===== config.mk =====
export PLATFORM = sky130hd
export DESIGN_NAME = bsca_ctrl
export DESIGN_NICKNAME = d
export VERILOG_FILES = /design/src/rtl/core/bsca_pkg.sv /design/src/rtl/core/bsca_ctrl.sv
export SDC_FILE = /design/constraint.sdc
export NUM_CORES = 1
export LEC_CHECK = 0
export BUFFER_PORTS_ARGS = -buffer_cell sky130_fd_sc_hd__buf_4
export CELL_PAD_IN_SITES_DETAIL_PLACEMENT = 0
export CELL_PAD_IN_SITES_GLOBAL_PLACEMENT = 1
export CORE_UTILIZATION = 28
export DETAILED_ROUTE_END_ITERATION = 16
export PLACE_DENSITY = 0.8
export SKIP_LAST_GASP = 1
export SYNTH_ARGS = -nofsm -noshare
export SYNTH_HDL_FRONTEND = slang
export SYNTH_SLANG_ARGS = --single-unit

===== constraint.sdc =====
create_clock -name clk -period 1.5 [get_ports clk]
set_input_delay 0.15 -clock clk [delete_from_list [all_inputs] [get_ports clk]]
set_output_delay 0.15 -clock clk [all_outputs]
set_load 0.03 [all_outputs]

===== src/rtl/core/bsca_pkg.sv =====
// ----------------------------------------------------------------------------
// bsca_pkg
// shared types and codes for the banked slab chunk allocator
// ----------------------------------------------------------------------------
package bsca_pkg;

  localparam int HANDLE_W = 12;
  localparam int BYTES_W  = 16;
  localparam int STATUS_W = 2;

  // result status codes
  localparam logic [STATUS_W-1:0] ST_ALLOC = 2'd0;
  localparam logic [STATUS_W-1:0] ST_NOMEM = 2'd1;
  localparam logic [STATUS_W-1:0] ST_REL   = 2'd2;

  // item modes
  localparam logic MODE_ALLOC   = 1'b0;
  localparam logic MODE_RELEASE = 1'b1;

  // controller to datapath
  typedef struct packed {
    logic init_step;
    logic start_alloc;
    logic start_rel;
    logic sel;
    logic take_null;
    logic link;
    logic fail_walk;
    logic walk_rd;
    logic walk_wr;
    logic res_alloc;
    logic res_fail;
    logic res_rel;
  } bsca_cmd_t;

  // datapath to controller
  typedef struct packed {
    logic any_free;
    logic first;
    logic more;
    logic walk_go;
    logic init_last;
  } bsca_stat_t;

endpackage


===== src/rtl/core/bsca_ctrl.sv =====
// ----------------------------------------------------------------------------
// bsca_ctrl
// sequencer for memory init, chunk takes and chain walks
// ----------------------------------------------------------------------------
module bsca_ctrl (
  input  logic                clk,
  input  logic                rst,
  input  logic                start,
  input  logic                mode,
  input  bsca_pkg::bsca_stat_t stat,
  output bsca_pkg::bsca_cmd_t  cmd,
  output logic                busy,
  output logic                done
);

  typedef enum logic [2:0] {
    S_INIT, S_IDLE, S_SEL, S_NULLW, S_LINK, S_WALK_RD, S_WALK_WR
  } state_t;

  state_t state, state_next;
  logic   failed, failed_next;
  logic   done_next;

  always_comb begin
    cmd         = '0;
    state_next  = state;
    failed_next = failed;
    done_next   = 1'b0;
    case (state)
      S_INIT: begin
        cmd.init_step = 1'b1;
        if (stat.init_last) state_next = S_IDLE;
      end
      S_IDLE: begin
        if (start) begin
          failed_next = 1'b0;
          if (mode == bsca_pkg::MODE_RELEASE) begin
            cmd.start_rel = 1'b1;
            state_next    = S_WALK_RD;
          end else begin
            cmd.start_alloc = 1'b1;
            state_next      = S_SEL;
          end
        end
      end
      S_SEL: begin
        cmd.sel = 1'b1;
        if (stat.any_free) begin
          state_next = S_NULLW;
        end else if (stat.first) begin
          cmd.res_fail = 1'b1;
          done_next    = 1'b1;
          state_next   = S_IDLE;
        end else begin
          cmd.fail_walk = 1'b1;
          failed_next   = 1'b1;
          state_next    = S_WALK_RD;
        end
      end
      S_NULLW: begin
        cmd.take_null = 1'b1;
        state_next    = S_LINK;
      end
      S_LINK: begin
        cmd.link = 1'b1;
        if (stat.more) begin
          state_next = S_SEL;
        end else begin
          cmd.res_alloc = 1'b1;
          done_next     = 1'b1;
          state_next    = S_IDLE;
        end
      end
      S_WALK_RD: begin
        if (stat.walk_go) begin
          cmd.walk_rd = 1'b1;
          state_next  = S_WALK_WR;
        end else begin
          cmd.res_fail = failed;
          cmd.res_rel  = !failed;
          done_next    = 1'b1;
          state_next   = S_IDLE;
        end
      end
      S_WALK_WR: begin
        cmd.walk_wr = 1'b1;
        state_next  = S_WALK_RD;
      end
      default: state_next = S_IDLE;
    endcase
  end

  always_ff @(posedge clk) begin
    if (rst) begin
      state  <= S_INIT;
      failed <= 1'b0;
      busy   <= 1'b1;
      done   <= 1'b0;
    end else begin
      state  <= state_next;
      failed <= failed_next;
      busy   <= (state_next != S_IDLE);
      done   <= done_next;
    end
  end

endmodule


==> impl_metrics.sql <==
INSERT INTO impl_metrics (metric_group, metric, value, unit) VALUES
('outcome', 'status', 'completed', ''),
('power_and_ir_drop', 'max-vdd-ir-drop', '0.498', 'mV'),
('synth', 'largest_family_of_logic_cells_by_synthesized_area', 'simple AND/OR/NAND/NOR gates', ''),
('die', 'top_level_ports', '23', ''),
('die', 'core_area', '1300', 'µm²'),
('die', 'row_count', '13', ''),
('timing', 'timing.clock.skew', '0.000238', 'ns'),
('cts', 'cts_made_buffers', '3', ''),
('cts', 'clock_path_buffers', '2', ''),
('cts', 'cts_htree_levels', '1', ''),
('synth', 'post_synth_mux_area_share', '0.0252', ''),
('synth', 'ys_ff_latch', '6', ''),
('synth', 'simple_gate_area_share_of_the_yosys_netlist', '0.426', ''),
('cells_and_area', 'area_growth_syn_to_layout', '58.4', '%'),
('cts', 'worst_skew_pair.late_latency', '0.23', 'ns'),
('grt', 'grt_residual_overflow', '0', ''),
('grt', 'grt_antenna_before_repair', '0', ''),
('grt', 'vias_in_the_first_global_route', '403', ''),
('cts', 'holdBufCountCts', '0', ''),
('synth', 'yosys.area_share.xor_xnor', '0', ''),
('cells_and_area', 'insertedDiodeCount', '0', ''),
('die', 'effective_utilization_at_floorplan', '0.305', ''),
('placed_design', 'place_ws', '0.0818', 'ns'),
('die', 'die-area', '1570', 'µm²'),
('timing', 'hold_viol', '0', ''),
('setup_path', 'setup.worst_path.class', 'flip-flop to primary output', ''),
('setup_path', 'timing.critical_path.fanout_max', '9', ''),
('synth', 'ys_types', '26', ''),
('detailed_routing', 'vias', '412', ''),
('placed_design', 'numPortBuffers', '22', ''),
('cells_and_area', 'nets', '82', ''),
('synth', 'synth_cells', '45', ''),
('timing', 'finalWorstPathRequiredPeriod', '1.45', 'ns'),
('timing', 'rsz0062_at_grt', 'true', ''),
('synth', 'ys_seq_area_frac', '0.303', ''),
('synth', 'synth_flop_cell', 'sky130_fd_sc_hd__dfxtp_1', ''),
('synth', 'synthMostInstantiatedCell', 'sky130_fd_sc_hd__nor2_1', ''),
('detailed_routing', 'avgRoutedWirePerCell', '12.1', 'µm'),
('placed_design', 'numPlacedInstances', '81', ''),
('detailed_routing', 'routed_wirelength', '1.04', 'mm'),
('placed_design', 'place_congestion', '0.827', ''),
('timing', 'finalSetupViolations', '0', ''),
('run', 'max_cap_violations', '0', ''),
('timing', 'worst_hold_slack', '0.111', 'ns'),
('cells_and_area', 'multiInputGateArea', '248', 'µm²'),
('cts', 'ctsRootBufferMaster', 'sky130_fd_sc_hd__clkbuf_4', ''),
('placed_design', 'detailedPlacementHpwl', '791', 'µm'),
('hold_path', 'holdCritPathClass', 'input port to flip-flop', ''),
('synth', 'netlist_top_cells_area', 'sky130_fd_sc_hd__dfxtp_1 (30%), sky130_fd_sc_hd__nor2_1 (6.6%), sky130_fd_sc_hd__and3_2 (5.7%), sky130_fd_sc_hd__buf_6 (5.7%), sky130_fd_sc_hd__nor3b_4 (4.7%)', ''),
('synth', 'fraction_of_synthesized_cell_area_taken_by_the_top_area_cell_type', '0.303', ''),
('power_and_ir_drop', 'fin_total_pwr', '0.473', 'mW'),
('synth', 'synth-edff-count', '0', ''),
('synth', 'synth.cell_area', '397', 'µm²'),
('cells_and_area', 'final_cell_count_no_fill', '86', ''),
('cells_and_area', 'final_layout_size_suffix_gt1_frac', '0.592', ''),
('grt', 'grt_pass1_wl', '1.64', 'mm'),
('grt', 'global_route.usage.total', '0.159', ''),
('power_and_ir_drop', 'power_density', '754', 'nW/µm²'),
('detailed_routing', 'dr.first_iter.drc_count', '5', ''),
('die', 'chipHeight', '39.6', 'µm'),
('grt', 'grt_max_degree', '11', ''),
('synth', 'synth.cells.most_frequent', 'sky130_fd_sc_hd__nor2_1 (7), sky130_fd_sc_hd__dfxtp_1 (6), sky130_fd_sc_hd__a21oi_1 (3), sky130_fd_sc_hd__and3_2 (3)', ''),
('timing', 'maxSlewHeadroom', '0.803', ''),
('setup_path', 'cp-end-kind', 'primary output', ''),
('timing', 'timing_worst_slew_pin_value', '0.294', 'ns'),
('detailed_routing', 'avgViaCountPerCell', '4.79', ''),
('cells_and_area', 'layout.core_utilization', '0.483', ''),
('cells_and_area', 'num-fill-cells', '138', ''),
('cts', 'clkSinkCount', '6', ''),
('timing', 'worst_slack', '0.0458', 'ns'),
('setup_path', 'critPathRequiredTime', '1.35', 'ns');
where the power goes:
group / switching, mW / internal [mW]
clock network: 0.0501 / 0.0900
registers: 0.0183 / 0.171
logic: 0.0769 / 0.0670
total: 0.145 / 0.328
final timing paths:
path,from,to,slack (ns),cells past startpoint
max,state[0],cmd[5],0.05,3
min,rst,state[1],0.11,2
max reg2reg,state[0],busy,0.16,5
min reg2reg,failed,failed,0.57,2
placed cells by master (no fill, tap or decap), types with 2 or more instances in the layout:
cell	Yosys	final
sky130_fd_sc_hd__a21oi_1	3	3
sky130_fd_sc_hd__nand2_1	2	2
sky130_fd_sc_hd__nor3b_4	1	2
sky130_fd_sc_hd__clkbuf_4	0	3
sky130_fd_sc_hd__dfxtp_1	6	3
sky130_fd_sc_hd__nor4_2	1	2
sky130_fd_sc_hd__buf_4	1	25
sky130_fd_sc_hd__inv_1	2	2
sky130_fd_sc_hd__and3_2	3	3
sky130_fd_sc_hd__nor2_1	7	7
sky130_fd_sc_hd__dfxtp_2	0	2
sky130_fd_sc_hd__nor3_1	2	2
state kept, by name, summed over array words and instances, names as in the netlist:
| register | cells |
|---|---|
| busy | 1 |
| failed | 1 |
| done | 1 |
| state | 3 |
metal layers:
layer | up-vias | GRT usage | part of all wire
met5 | - | 0 | 0
met4 | 0 | 0.103 | 0
met1 | 188 | 0.195 | 0.49
met2 | 11 | 0.258 | 0.47
met3 | 0 | 0.0170 | 0.040
li1 | 213 | - | -
per-stage QoR:
stage	cell area (µm²)	setup TNS [ns]
final	628	0
after global routing	628	-0.0457
after CTS	612	-0.00275
after detailed placement	572	0
after global placement	572	0
after floorplan	403	0
timing repair:
| action | CTS | global route |
|---|---|---|
| pin swaps | 1 | 1 |
| setup endpoints to repair | 4 | 4 |
| resized for setup | 4 | 3 |
| endpoints found under the hold margin | 0 | 0 |
| setup buffers | 1 | 1 |
cell families after synthesis:
kind of cell	count (synthesis)
compound gates	7
simple gates	25
mux	1
buf+inv	6
flops	6
critical path, stage by stage, from the launching register on:
cell	delay (ns)
sky130_fd_sc_hd__dfxtp_2	0.38
sky130_fd_sc_hd__nor3b_4	0.24
sky130_fd_sc_hd__nor3b_4	0.28
sky130_fd_sc_hd__buf_6	0.17
final cells by class:
| class | instances | share of cell area |
|---|---|---|
| multi-input combinational | 33 | 0.394 |
| tap | 15 | 0.0299 |
| sequential | 6 | 0.201 |
| inverter | 3 | 0.0219 |
| timing repair buffer | 26 | 0.317 |
| clock buffer | 3 | 0.0359 |
No activity file was read; power rests on OpenSTA's default activity.
